--- src/rtl/core/fpbf_pkg.sv ---
// shared types, sizes and codes of the fixed-partition best-fit allocator
// no dependencies; used by fpbf_ctrl, fpbf_dp and the top level

package fpbf_pkg;

    localparam int NUM_PARTS     = 4;
    localparam int MAX_PARTS     = 4;
    localparam int NUM_PROCS     = 16;
    localparam int SIZE_BITS     = 16;
    localparam int FRAG_BITS     = SIZE_BITS + 2;
    localparam int PART_BITS     = 2;
    localparam int PROC_IDX_BITS = (NUM_PROCS > 1) ? $clog2(NUM_PROCS) : 1;
    localparam int PID_BITS      = 4;
    localparam int REQ_BITS      = 2;
    localparam int STATUS_BITS   = 3;
    localparam int PNUM_BITS     = 3;
    localparam int CFG_IDX_BITS  = 3;
    localparam int CFG_DATA_BITS = 16;

    // register indexes
    localparam logic [CFG_IDX_BITS-1:0] REG_MEMORY_SIZE = 3'd0;
    localparam logic [CFG_IDX_BITS-1:0] REG_PART_SIZE_0 = 3'd1;

    // request kinds
    localparam logic [REQ_BITS-1:0] REQ_INSERT = 2'd0;
    localparam logic [REQ_BITS-1:0] REQ_DELETE = 2'd1;

    // result status codes
    localparam logic [STATUS_BITS-1:0] ST_INSERTED = 3'd0;
    localparam logic [STATUS_BITS-1:0] ST_PRESENT  = 3'd1;
    localparam logic [STATUS_BITS-1:0] ST_INTFRAG  = 3'd2;
    localparam logic [STATUS_BITS-1:0] ST_EXTFRAG  = 3'd3;
    localparam logic [STATUS_BITS-1:0] ST_NOFIT    = 3'd4;
    localparam logic [STATUS_BITS-1:0] ST_DELETED  = 3'd5;
    localparam logic [STATUS_BITS-1:0] ST_ABSENT   = 3'd6;
    localparam logic [STATUS_BITS-1:0] ST_REPORT   = 3'd7;

    typedef enum logic [1:0] {
        S_IDLE,
        S_WALK,
        S_DECIDE
    } fpbf_state_t;

    typedef struct packed {
        logic                 load;
        logic                 step;
        logic                 commit;
        logic [PART_BITS-1:0] idx;
    } fpbf_cmd_t;

    typedef struct packed {
        logic out_free;
    } fpbf_stat_t;

endpackage

--- src/rtl/core/fixed_partition_best_fit_allocator.sv ---
// top level of the fixed-partition best-fit allocator
// depends on fpbf_pkg, fpbf_ctrl and fpbf_dp
//
// usage:
//  - config port: cfg_we/cfg_index/cfg_data, index 0 is the memory size,
//    indexes 1 to 4 are the four partition sizes; other indexes are dropped.
//    write only while the block is idle
//  - input channel: in_valid/in_stall with req_type, process_id, process_size;
//    a transfer happens when in_valid is high and in_stall is low
//  - output channel: out_valid/out_stall with status, partition_number,
//    unused_memory, total_internal_frag; one result per input item
//  - sequence: after the input transfer the item walks the partitions, one per
//    walk step, and a decision step then loads the result register
//  - the walk of the four partitions runs through a single compare/add unit, so
//    no new item is taken during a walk; the next item is taken in the decision
//    cycle of the current one, once the result register is free
//  - the result register decouples the sides: when the receiver stalls, the
//    result holds and the next item is still taken and walked; its decision
//    waits until the held result has been transferred
//  - reset clears config registers, all partitions and processes, and the
//    output valid

module fixed_partition_best_fit_allocator (
    input  logic                                clk,
    input  logic                                rst_n,
    // configuration
    input  logic                                cfg_we,
    input  logic [fpbf_pkg::CFG_IDX_BITS-1:0]   cfg_index,
    input  logic [fpbf_pkg::CFG_DATA_BITS-1:0]  cfg_data,
    // request channel
    input  logic                                in_valid,
    output logic                                in_stall,
    input  logic [fpbf_pkg::REQ_BITS-1:0]       req_type,
    input  logic [fpbf_pkg::PID_BITS-1:0]       process_id,
    input  logic [fpbf_pkg::SIZE_BITS-1:0]      process_size,
    // result channel
    output logic                                out_valid,
    input  logic                                out_stall,
    output logic [fpbf_pkg::STATUS_BITS-1:0]    status,
    output logic [fpbf_pkg::PNUM_BITS-1:0]      partition_number,
    output logic [fpbf_pkg::SIZE_BITS-1:0]      unused_memory,
    output logic [fpbf_pkg::FRAG_BITS-1:0]      total_internal_frag
);

    // commands from controller, status back from datapath
    fpbf_pkg::fpbf_cmd_t  cmd;
    fpbf_pkg::fpbf_stat_t stat;

    // sequencer: idle, walk over partitions, decide
    fpbf_ctrl u_ctrl (
        .clk      (clk),
        .rst_n    (rst_n),
        .in_valid (in_valid),
        .in_stall (in_stall),
        .stat     (stat),
        .cmd      (cmd)
    );

    // state, walk accumulators and result register
    fpbf_dp u_dp (
        .clk                 (clk),
        .rst_n               (rst_n),
        .cfg_we              (cfg_we),
        .cfg_index           (cfg_index),
        .cfg_data            (cfg_data),
        .req_type            (req_type),
        .process_id          (process_id),
        .process_size        (process_size),
        .out_stall           (out_stall),
        .out_valid           (out_valid),
        .status              (status),
        .partition_number    (partition_number),
        .unused_memory       (unused_memory),
        .total_internal_frag (total_internal_frag),
        .cmd                 (cmd),
        .stat                (stat)
    );

endmodule

--- src/rtl/core/fpbf_ctrl.sv ---
// controller of the allocator: accept, partition walk, decision
// depends on fpbf_pkg

module fpbf_ctrl (
    input  logic                clk,
    input  logic                rst_n,
    input  logic                in_valid,
    output logic                in_stall,
    input  fpbf_pkg::fpbf_stat_t stat,
    output fpbf_pkg::fpbf_cmd_t  cmd
);

    fpbf_pkg::fpbf_state_t state_reg;
    fpbf_pkg::fpbf_state_t state_next;
    logic [fpbf_pkg::PART_BITS-1:0] idx_reg;
    logic [fpbf_pkg::PART_BITS-1:0] idx_next;
    logic last_part;
    logic take;

    assign last_part = (idx_reg == fpbf_pkg::PART_BITS'(fpbf_pkg::NUM_PARTS - 1));

    // next state
    always_comb
    begin
        state_next = state_reg;
        idx_next   = idx_reg;
        case (state_reg)
            fpbf_pkg::S_IDLE:
            begin
                if (in_valid)
                begin
                    state_next = fpbf_pkg::S_WALK;
                    idx_next   = '0;
                end
            end
            fpbf_pkg::S_WALK:
            begin
                if (last_part)
                begin
                    state_next = fpbf_pkg::S_DECIDE;
                end
                else
                begin
                    idx_next = idx_reg + 1'b1;
                end
            end
            fpbf_pkg::S_DECIDE:
            begin
                if (stat.out_free)
                begin
                    idx_next = '0;
                    if (in_valid)
                    begin
                        state_next = fpbf_pkg::S_WALK;
                    end
                    else
                    begin
                        state_next = fpbf_pkg::S_IDLE;
                    end
                end
            end
            default:
            begin
                state_next = fpbf_pkg::S_IDLE;
            end
        endcase
    end

    // outputs
    always_comb
    begin
        take       = 1'b0;
        cmd.step   = 1'b0;
        cmd.commit = 1'b0;
        case (state_reg)
            fpbf_pkg::S_IDLE:
            begin
                take = 1'b1;
            end
            fpbf_pkg::S_WALK:
            begin
                cmd.step = 1'b1;
            end
            fpbf_pkg::S_DECIDE:
            begin
                take       = stat.out_free;
                cmd.commit = stat.out_free;
            end
            default:
            begin
                take = 1'b0;
            end
        endcase
        in_stall = !take;
        cmd.load = take && in_valid;
        cmd.idx  = idx_reg;
    end

    always_ff @(posedge clk or negedge rst_n)
    begin
        if (!rst_n)
        begin
            state_reg <= fpbf_pkg::S_IDLE;
            idx_reg   <= '0;
        end
        else
        begin
            state_reg <= state_next;
            idx_reg   <= idx_next;
        end
    end

endmodule

--- src/rtl/core/fpbf_dp.sv ---
// datapath of the allocator: config registers, partition and process state,
// walk accumulators and the result register; depends on fpbf_pkg

module fpbf_dp (
    input  logic                                   clk,
    input  logic                                   rst_n,
    input  logic                                   cfg_we,
    input  logic [fpbf_pkg::CFG_IDX_BITS-1:0]      cfg_index,
    input  logic [fpbf_pkg::CFG_DATA_BITS-1:0]     cfg_data,
    input  logic [fpbf_pkg::REQ_BITS-1:0]          req_type,
    input  logic [fpbf_pkg::PID_BITS-1:0]          process_id,
    input  logic [fpbf_pkg::SIZE_BITS-1:0]         process_size,
    input  logic                                   out_stall,
    output logic                                   out_valid,
    output logic [fpbf_pkg::STATUS_BITS-1:0]       status,
    output logic [fpbf_pkg::PNUM_BITS-1:0]         partition_number,
    output logic [fpbf_pkg::SIZE_BITS-1:0]         unused_memory,
    output logic [fpbf_pkg::FRAG_BITS-1:0]         total_internal_frag,
    input  fpbf_pkg::fpbf_cmd_t                    cmd,
    output fpbf_pkg::fpbf_stat_t                   stat
);

    localparam int SB = fpbf_pkg::SIZE_BITS;
    localparam int FB = fpbf_pkg::FRAG_BITS;
    localparam int PB = fpbf_pkg::PART_BITS;
    localparam int MP = fpbf_pkg::MAX_PARTS;

    // configuration
    logic [SB-1:0] memory_size_reg;
    logic [SB-1:0] part_size_reg [MP];

    // allocation state
    logic          part_occupied_reg [MP];
    logic [SB-1:0] part_leftover_reg [MP];
    logic [fpbf_pkg::NUM_PROCS-1:0] proc_present_reg;
    logic [PB-1:0] proc_partition_reg [fpbf_pkg::NUM_PROCS];

    // current item
    logic [fpbf_pkg::REQ_BITS-1:0] req_reg;
    logic [fpbf_pkg::PID_BITS-1:0] pid_reg;
    logic [SB-1:0]                 psize_reg;

    // walk accumulators
    logic [SB-1:0] rem_reg,   rem_next;
    logic          found_reg, found_next;
    logic          infrag_reg, infrag_next;
    logic [PB-1:0] best_reg,  best_next;
    logic [SB-1:0] best_size_reg, best_size_next;
    logic [FB-1:0] exsum_reg, exsum_next;
    logic [FB-1:0] total_reg, total_next;

    // result register
    logic                                out_valid_reg;
    logic [fpbf_pkg::STATUS_BITS-1:0]    status_reg,  status_next;
    logic [fpbf_pkg::PNUM_BITS-1:0]      pnum_reg,    pnum_next;
    logic [SB-1:0]                       unused_reg,  unused_next;
    logic [FB-1:0]                       frag_reg,    frag_next;

    logic [SB-1:0] cur_size;
    logic [SB-1:0] cur_left;
    logic          cur_occ;
    logic          cur_en;
    logic          pid_ok;
    logic [fpbf_pkg::PROC_IDX_BITS-1:0] pidx;
    logic          do_insert;
    logic          do_delete;
    logic [PB-1:0] del_part;

    assign cur_size = part_size_reg[cmd.idx];
    assign cur_left = part_leftover_reg[cmd.idx];
    assign cur_occ  = part_occupied_reg[cmd.idx];
    assign cur_en   = (cur_size <= rem_reg);
    assign pid_ok   = (int'(pid_reg) < fpbf_pkg::NUM_PROCS);
    assign pidx     = fpbf_pkg::PROC_IDX_BITS'(pid_reg);
    assign del_part = proc_partition_reg[pidx];

    // one partition per step
    always_comb
    begin
        rem_next       = rem_reg;
        found_next     = found_reg;
        infrag_next    = infrag_reg;
        best_next      = best_reg;
        best_size_next = best_size_reg;
        exsum_next     = exsum_reg;
        total_next     = total_reg;
        if (cmd.load)
        begin
            rem_next    = memory_size_reg;
            found_next  = 1'b0;
            infrag_next = 1'b0;
            best_next   = '0;
            best_size_next = '0;
            exsum_next  = '0;
            total_next  = '0;
        end
        else if (cmd.step)
        begin
            if (cur_en)
            begin
                rem_next = rem_reg - cur_size;
            end
            if (cur_occ)
            begin
                total_next = total_reg + FB'(cur_left);
                if (cur_left >= psize_reg)
                begin
                    infrag_next = 1'b1;
                end
                else
                begin
                    exsum_next = exsum_reg + FB'(cur_left);
                end
            end
            else if (cur_en && cur_size >= psize_reg &&
                     (!found_reg || cur_size < best_size_reg))
            begin
                found_next     = 1'b1;
                best_next      = cmd.idx;
                best_size_next = cur_size;
            end
        end
    end

    // decision
    always_comb
    begin
        status_next = fpbf_pkg::ST_NOFIT;
        pnum_next   = '0;
        unused_next = '0;
        frag_next   = '0;
        do_insert   = 1'b0;
        do_delete   = 1'b0;
        case (req_reg)
            fpbf_pkg::REQ_INSERT:
            begin
                if (!pid_ok)
                begin
                    status_next = fpbf_pkg::ST_NOFIT;
                end
                else if (proc_present_reg[pidx])
                begin
                    status_next = fpbf_pkg::ST_PRESENT;
                    pnum_next   = fpbf_pkg::PNUM_BITS'(proc_partition_reg[pidx]) + 1'b1;
                end
                else if (found_reg)
                begin
                    status_next = fpbf_pkg::ST_INSERTED;
                    pnum_next   = fpbf_pkg::PNUM_BITS'(best_reg) + 1'b1;
                    do_insert   = 1'b1;
                end
                else if (infrag_reg)
                begin
                    status_next = fpbf_pkg::ST_INTFRAG;
                end
                else if (FB'(psize_reg) <= exsum_reg)
                begin
                    status_next = fpbf_pkg::ST_EXTFRAG;
                end
                else
                begin
                    status_next = fpbf_pkg::ST_NOFIT;
                end
            end
            fpbf_pkg::REQ_DELETE:
            begin
                if (!pid_ok || !proc_present_reg[pidx])
                begin
                    status_next = fpbf_pkg::ST_ABSENT;
                end
                else
                begin
                    status_next = fpbf_pkg::ST_DELETED;
                    pnum_next   = fpbf_pkg::PNUM_BITS'(del_part) + 1'b1;
                    do_delete   = 1'b1;
                end
            end
            default:
            begin
                // report, also for the unused request code
                status_next = fpbf_pkg::ST_REPORT;
                unused_next = rem_reg;
                frag_next   = total_reg;
            end
        endcase
    end

    assign stat.out_free = !out_valid_reg || !out_stall;

    // configuration writes
    always_ff @(posedge clk or negedge rst_n)
    begin
        if (!rst_n)
        begin
            memory_size_reg <= '0;
            for (int i = 0; i < MP; i++)
            begin
                part_size_reg[i] <= '0;
            end
        end
        else if (cfg_we)
        begin
            if (cfg_index == fpbf_pkg::REG_MEMORY_SIZE)
            begin
                memory_size_reg <= SB'(cfg_data);
            end
            for (int i = 0; i < MP; i++)
            begin
                if (cfg_index == fpbf_pkg::REG_PART_SIZE_0 + fpbf_pkg::CFG_IDX_BITS'(i))
                begin
                    part_size_reg[i] <= SB'(cfg_data);
                end
            end
        end
    end

    // partition and process state
    always_ff @(posedge clk or negedge rst_n)
    begin
        if (!rst_n)
        begin
            proc_present_reg <= '0;
            for (int i = 0; i < MP; i++)
            begin
                part_occupied_reg[i] <= 1'b0;
                part_leftover_reg[i] <= '0;
            end
            for (int j = 0; j < fpbf_pkg::NUM_PROCS; j++)
            begin
                proc_partition_reg[j] <= '0;
            end
        end
        else if (cmd.commit)
        begin
            if (do_insert)
            begin
                part_occupied_reg[best_reg] <= 1'b1;
                part_leftover_reg[best_reg] <= best_size_reg - psize_reg;
                proc_present_reg[pidx]      <= 1'b1;
                proc_partition_reg[pidx]    <= best_reg;
            end
            else if (do_delete)
            begin
                part_occupied_reg[del_part] <= 1'b0;
                part_leftover_reg[del_part] <= '0;
                proc_present_reg[pidx]      <= 1'b0;
                proc_partition_reg[pidx]    <= '0;
            end
        end
    end

    // item and walk registers
    always_ff @(posedge clk)
    begin
        if (cmd.load)
        begin
            req_reg   <= req_type;
            pid_reg   <= process_id;
            psize_reg <= process_size;
        end
        rem_reg       <= rem_next;
        found_reg     <= found_next;
        infrag_reg    <= infrag_next;
        best_reg      <= best_next;
        best_size_reg <= best_size_next;
        exsum_reg     <= exsum_next;
        total_reg     <= total_next;
    end

    // result register
    always_ff @(posedge clk or negedge rst_n)
    begin
        if (!rst_n)
        begin
            out_valid_reg <= 1'b0;
        end
        else if (cmd.commit)
        begin
            out_valid_reg <= 1'b1;
        end
        else if (!out_stall)
        begin
            out_valid_reg <= 1'b0;
        end
    end

    always_ff @(posedge clk)
    begin
        if (cmd.commit)
        begin
            status_reg <= status_next;
            pnum_reg   <= pnum_next;
            unused_reg <= unused_next;
            frag_reg   <= frag_next;
        end
    end

    assign out_valid           = out_valid_reg;
    assign status              = status_reg;
    assign partition_number    = pnum_reg;
    assign unused_memory       = unused_reg;
    assign total_internal_frag = frag_reg;

    // a result is never written over one that is still waiting
    a_commit_free: assert property (@(posedge clk) disable iff (!rst_n)
        cmd.commit |-> stat.out_free)
        else $error("commit while result register held");

    // the number of occupied partitions equals the number of present processes
    a_occ_count: assert property (@(posedge clk) disable iff (!rst_n)
        $countones({part_occupied_reg[0], part_occupied_reg[1],
                    part_occupied_reg[2], part_occupied_reg[3]})
            == $countones(proc_present_reg))
        else $error("partition and process occupancy disagree");

    // a successful insert leaves its partition occupied
    a_insert_occ: assert property (@(posedge clk) disable iff (!rst_n)
        (cmd.commit && do_insert) |=> part_occupied_reg[$past(best_reg)])
        else $error("inserted partition not occupied");

    // only a report carries memory figures
    a_report_only: assert property (@(posedge clk) disable iff (!rst_n)
        (out_valid_reg && status_reg != fpbf_pkg::ST_REPORT)
            |-> (unused_reg == '0 && frag_reg == '0))
        else $error("memory figures on a non-report result");

endmodule

--- config.mk ---
export PLATFORM = sky130hd
export DESIGN_NAME = fixed_partition_best_fit_allocator
export DESIGN_NICKNAME = d
export VERILOG_FILES = /design/src/rtl/core/fpbf_pkg.sv /design/src/rtl/core/fixed_partition_best_fit_allocator.sv /design/src/rtl/core/fpbf_ctrl.sv /design/src/rtl/core/fpbf_dp.sv
export SDC_FILE = /design/constraint.sdc
export NUM_CORES = 1
export LEC_CHECK = 0
export ABC_AREA = 0
export BUFFER_PORTS_ARGS = -buffer_cell sky130_fd_sc_hd__clkbuf_2
export CAP_MARGIN = 20
export CORE_AREA = 2 2 175 177
export CTS_CLUSTER_SIZE = 40
export DETAILED_ROUTE_END_ITERATION = 8
export DIE_AREA = 0 0 177 179
export PLACE_DENSITY = 0.79
export SYNTH_ARGS = -nofsm -noshare
export SYNTH_HDL_FRONTEND = slang
export SYNTH_SLANG_ARGS = --single-unit
--- constraint.sdc ---
create_clock -name clk -period 4.9 [get_ports clk]
set_clock_uncertainty 0.2 [all_clocks]
set_input_delay 1.225 -clock clk [delete_from_list [all_inputs] [get_ports clk]]
set_output_delay 1.225 -clock clk [all_outputs]
set_load 0.005 [all_outputs]
### Word level (Yosys, flattened, before mapping)

Cells that the tools add are included.

* bits of input ports: 46
* flip-flop bits (word level): 335

* reduce and logical (&&, ||, !) cells: 34
* add/subtract/negate cells: 7
* equal/unequal tests: 13
* bitwise operators: 16
* multiplexer cells: 68
* $lt $le $gt $ge: 14

Operators by type and width (number)
* $mux 16: 11
* $mux 64: 2
* $and 64x64->64: 1
* $bmux 16 s2: 2
* $bwmux 64: 1
* $demux 16 s2: 2
* $mux 32: 2
* $not 64->64: 1
* $add 18x16->18: 2
* $and 32x32->32: 1
* $bwmux 32: 1
* $ge 16x16->1: 2
* $not 32->32: 1
* $sub 16x16->16: 2
* $mux 3: 7
* $mux 2: 10
* $le 16x18->1: 1
* $and 16x16->16: 1
* $le 16x16->1: 1
* $lt 16x16->1: 1
* $mux 1: 16
* $not 16->16: 1
* $or 16x16->16: 1
* $reduce_and 2->1: 8
* 41 further kinds: 74

### Depth between registers and ports, before layout

* word-level depth: 13
* mapped depth: 17
* depth with buffers taken out: 13

### Modules after synthesis

From an unflattened synthesis, not the netlist that was laid out.

* cell total of the unflattened synthesis: 1600
* area total of the unflattened synthesis: 18162.4 um2

Modules (own cells, without submodules)
* fpbf_dp: area each 17919.7 um2, instances 1, cells each 1575, sequential area each 8393.0 um2
* fpbf_ctrl: area each 242.7 um2, instances 1, cells each 25, sequential area each 100.1 um2

### Worst setup path after synthesis

Ideal clock, no wire load.

* path type: reg-to-reg
* from: reg u_ctrl.idx_reg[1] (netlist bit)
* to: reg u_dp.rem_reg[0] (enable)
* slack: 0.618 ns
* clock period less this slack: 4.282 ns
* setup time: 0.375 ns
* stages on the path, launching flop included: 13
* arrival: 3.707 ns
* path through: dfrtp_1 > clkbuf_1 > buf_1 > mux2_2 > o21ai_0 > inv_1 > fa_1 > nor2b_1 > o21bai_1 > a221oi_1 > nor3_1 > o32ai_1 > nand2b_1

* word-level cells in the longest chain between the ends: 7

RTL lines
* from (decl): line fpbf_ctrl.sv:15 `logic [fpbf_pkg::PART_BITS-1:0] idx_reg;`
* from (signal assigned): line fpbf_ctrl.sv:109 `idx_reg <= idx_next;`
* $not 2->3 (implied by the code): line fpbf_dp.sv:69 `assign cur_size = part_size_reg[cmd.idx];`
* $bmux 16 s2: line fpbf_dp.sv:69
* $mux 16 (implied by the code) (2 in series): line fpbf_dp.sv:69
* named net u_dp.cur_size[1]: line fpbf_dp.sv:59 `logic [SB-1:0] cur_size;`
* $le 16x16->1: line fpbf_dp.sv:72 `assign cur_en = (cur_size <= rem_reg);`
* $reduce_bool 2->1 (no line)
* $reduce_and 2->1 (no line)
* to (signal assigned): line fpbf_dp.sv:261 `rem_reg <= rem_next;`
* to (decl): line fpbf_dp.sv:44 `logic [SB-1:0] rem_reg, rem_next;`

The timed path passes the listed nets, and every way through them passes these cells. The select of a mux whose other input is x is not followed.
A chain may end at the register's enable or synchronous reset.

### Worst setup path after layout

* from: reg u_ctrl.idx_reg[1] (netlist bit)
* to: reg u_dp.best_size_reg[1]

* word-level cells in the longest chain between the ends: 8
* elaborated cells between the ends (all ways): 15
* those cells by class: 3 x order compare; 6 x mux; 2 x bitwise; 4 x reduce/logical

RTL lines
* $not 2->3 (implied by the code) *: line fpbf_dp.sv:69
* $bmux 16 s2 *: line fpbf_dp.sv:69
* $mux 16 (implied by the code) * (2 in series): line fpbf_dp.sv:69
* named net u_dp.cur_size[8]: line fpbf_dp.sv:59
* $le 16x16->1 (tied with other cells): line fpbf_dp.sv:72
* $logic_and 1x1->1 or $logic_or 1x1->1 (tied branches): line fpbf_dp.sv:115, fpbf_dp.sv:116
* $logic_and 1x1->1 *: line fpbf_dp.sv:115 `else if (cur_en && cur_size >= psize_reg &&`
* $reduce_and 3->1 (no line) *
* to (signal assigned): line fpbf_dp.sv:265 `best_size_reg <= best_size_next;`
* to (decl): line fpbf_dp.sv:48 `logic [SB-1:0] best_size_reg, best_size_next;`

The timed path passes the listed nets; every way through them passes the cells marked *. The select of a mux whose other input is x is not followed.

==> results_dict.tcl <==
set metrics [dict create \
    outcome "finished clean" \
    antenna_found_initial 0 \
    start_kind "flip-flop" \
    h-tree-depth 2 \
    n_antenna_cell 0 \
    avgSynthCellArea_um2 11.33 \
    yosys-top-cells-count "201 x dfrtp_1, 135 x ha_1, 124 x nand2_1, 123 x mux2_2, 93 x inv_1" \
    cts-resized-gates 0 \
    portBuffers 87 \
    dpl.hpwl_um 30950 \
    synth_area_um2 18180 \
    fin_crit_ps 4416 \
    grt_pass1_vias 13320 \
    cts_setup_buffers 0 \
    rsz0062_at_grt "no" \
    drtIter0Drc 1002 \
    ctsHoldBuffers 0 \
    cts_root_buffer "clkbuf_16" \
    syn_nets 1790 \
    synthDominantCellAreaShare_pct 27.66 \
    ff2ff_path_depth 15 \
    drive_gt1_share_pct 20.66 \
    period_share_pct 90.13 \
    rr_startpoint "u_ctrl.idx_reg[1]$_DFFE_PN0P_" \
    clk_latency_ps 540 \
    worstSetupPathType "flip-flop to flip-flop" \
    cp-end-kind "flip-flop" \
    worstMarginPinSlew_ps 1075 \
    leakage_nw 9.414 \
    nFillCells 2145 \
    syn_to_final_growth_pct 12.57 \
    crit_start "u_ctrl.idx_reg[1]$_DFFE_PN0P_" \
    yosysSeqAreaShare_pct 46.71 \
    max-slew-margin-rel_pct 28.06 \
    final-hold-violation-count 0 \
    firstDrtPassIters 5 \
    grt_usage_pct 27.65 \
    synth-seq-cells 335 \
    setup_violations 0 \
    critPathMaxFanout 19 \
    powerDensity_nw_per_um2 543.8 \
    max_freq_mhz 226.4 \
    async_flop_share_pct 60.00 \
    route.detailed.wl_per_inst_um 20.16 \
    cp-endpoint "u_dp.best_size_reg[1]$_SDFFE_PP0P_" \
    r2r_slack_ps 480 \
    finalWorstSetupSlack_ps 483.5 \
    io_pins 88 \
    synth_edf_count 78 \
    yosysMostFrequentCell "dfrtp_1" \
    cts_buffers 36 \
    synth_top_area_cell "dfrtp_1" \
    cts_tree "built" \
    clk_pin_slew_ps 60 \
    grt_start_max_net_pins 115 \
    synthTopCellsByArea "dfrtp_1 28%, edfxtp_1 13%, ha_1 9.3%" \
    die_x_um 177 \
    ys.flop_type "dfrtp_1" \
    r2r-end "u_dp.best_size_reg[1]$_SDFFE_PP0P_" \
    die_h_um 179 \
    nNetsFinal 1890 \
    grt_pass1_wl_um 69070 \
    die_area_um2 31680 \
    netlist_instances 1605 \
    start_util_pct 60.55 \
    drc 0 \
    dp_slack_ps 618.1 \
    routed_via_density 6.136 \
    drt-total-wl_um 42910 \
    cts_sinks 335 \
    core_area_um2 30030 \
    place.gp.congestion 0.9021 \
    antenna_left 0 \
    maxCapViolCount 0 \
    vias 13060 \
    clk_path_buf_depth 3 \
    tns_ps 0 \
    hp-class "flip-flop to flip-flop" \
    peakVddDrop_mv 0.4014 \
    yosysWarningCount 0 \
    critPathArrivalTime_ps 4650 \
    cp.required_ps 5140 \
    overflow 0 \
    ys_types 70 \
    rows 64 \
    report.final.slew_viol_count 0 \
]
==> metrics by stage <==
stage	cells	instance area (µm²)	hold slack (ps)	utilization [%]	total power [mW]
6_report	2129	20470	263.5	68.17	11.13
2_1_floorplan	1605	18180	230.6	-	6.888
4_1_cts	2129	20470	263.5	68.17	11.11
5_1_grt	2129	20470	282.8	68.17	11.79
3_3_place_gp	2063	19190	250.0	63.92	8.028
3_5_place_dp	2063	19190	253.7	63.92	8.188
==> critical path, stage by stage (launching register included) <==
cell       delay, ps
dfrtp_2          420
buf_4            340
buf_4            290
mux2_2           350
o21ai_0          190
buf_4            190
inv_1             60
ha_1             190
a21o_1           150
a21oi_1          140
nor2b_1           60
a2111oi_0        620
o21ai_0          290
nand4_1          330
buf_4            280
mux2i_1          240
==> kinds of logic after synthesis <==
| group | after synthesis | share of synthesized area (%) |
|---|---|---|
| XOR/XNOR | 44 | 2.119 |
| AO/OA/AOI/OAI | 343 | 12.56 |
| AND/OR/NAND/NOR | 361 | 9.737 |
| adder cells (fa/ha/maj) | 139 | 9.730 |
| flip-flops | 335 | 46.71 |
| multiplexers | 229 | 15.84 |
| buffers and inverters | 154 | 3.303 |
==> cells in the final DEF (no fill, tap or decap), drive strengths merged, types with 29 or more instances in the layout <==
cell type / instances
clkbuf: 142
and2: 34
nor2: 74
dfrtp: 201
dfxtp: 56
mux2: 150
nand2: 128
mux2i: 47
o21ai: 86
a22o: 48
edfxtp: 78
inv: 94
a21oi: 74
mux4: 32
xnor2: 29
a21o: 30
ha: 135
buf: 36
==> how the worst min path moves through the flow <==
| stage | from | endpoint | slack [ps] | cells after the start |
|---|---|---|---|---|
| floorplan | u_dp.total_reg[17]$_SDFFE_PP0P_ | u_dp.total_reg[17]$_SDFFE_PP0P_ | 230 | 1 |
| global placement | u_dp.best_size_reg[0]$_SDFFE_PP0P_ | u_dp.best_size_reg[0]$_SDFFE_PP0P_ | 250 | 2 |
| detailed placement | u_dp.best_size_reg[0]$_SDFFE_PP0P_ | u_dp.best_size_reg[0]$_SDFFE_PP0P_ | 250 | 2 |
| CTS | u_dp.total_reg[17]$_SDFFE_PP0P_ | u_dp.total_reg[17]$_SDFFE_PP0P_ | 260 | 1 |
| global route | u_dp.total_reg[17]$_SDFFE_PP0P_ | u_dp.total_reg[17]$_SDFFE_PP0P_ | 280 | 1 |
| finish | u_dp.total_reg[17]$_SDFFE_PP0P_ | u_dp.total_reg[17]$_SDFFE_PP0P_ | 260 | 1 |
==> final cells by class <==
type | count | area (µm²) | share of cell area [%]
Clock buffer | 55 | 1159 | 5.660
Clock inverter | 11 | 116.4 | 0.5685
Inverter | 93 | 349.1 | 1.705
Multi-Input combinational cell | 1116 | 9115 | 44.53
Sequential cell | 335 | 8496 | 41.50
Tap cell | 396 | 495.5 | 2.421
Timing Repair Buffer | 123 | 739.5 | 3.612
==> layer usage <==
metal / GRT usage [%] / share of wire, % / up-vias
met4: 10.06 / 3.2 / 0
met5: 0 / 0 / -
met3: 3.986 / 5.1 / 101
met1: 37.28 / 44 / 6468
met2: 45.78 / 47 / 396
li1: - / - / 6099
==> where the power goes <==
group	leakage (nW)	switching (mW)	internal, mW	total (mW)
Clock	0.635	1.12	1.75	2.87
Sequential	3.83	0.378	3.42	3.80
Combinational	4.95	2.58	1.88	4.46
Total	9.41	4.08	7.05	11.1
(Power assumes the default switching activity.)
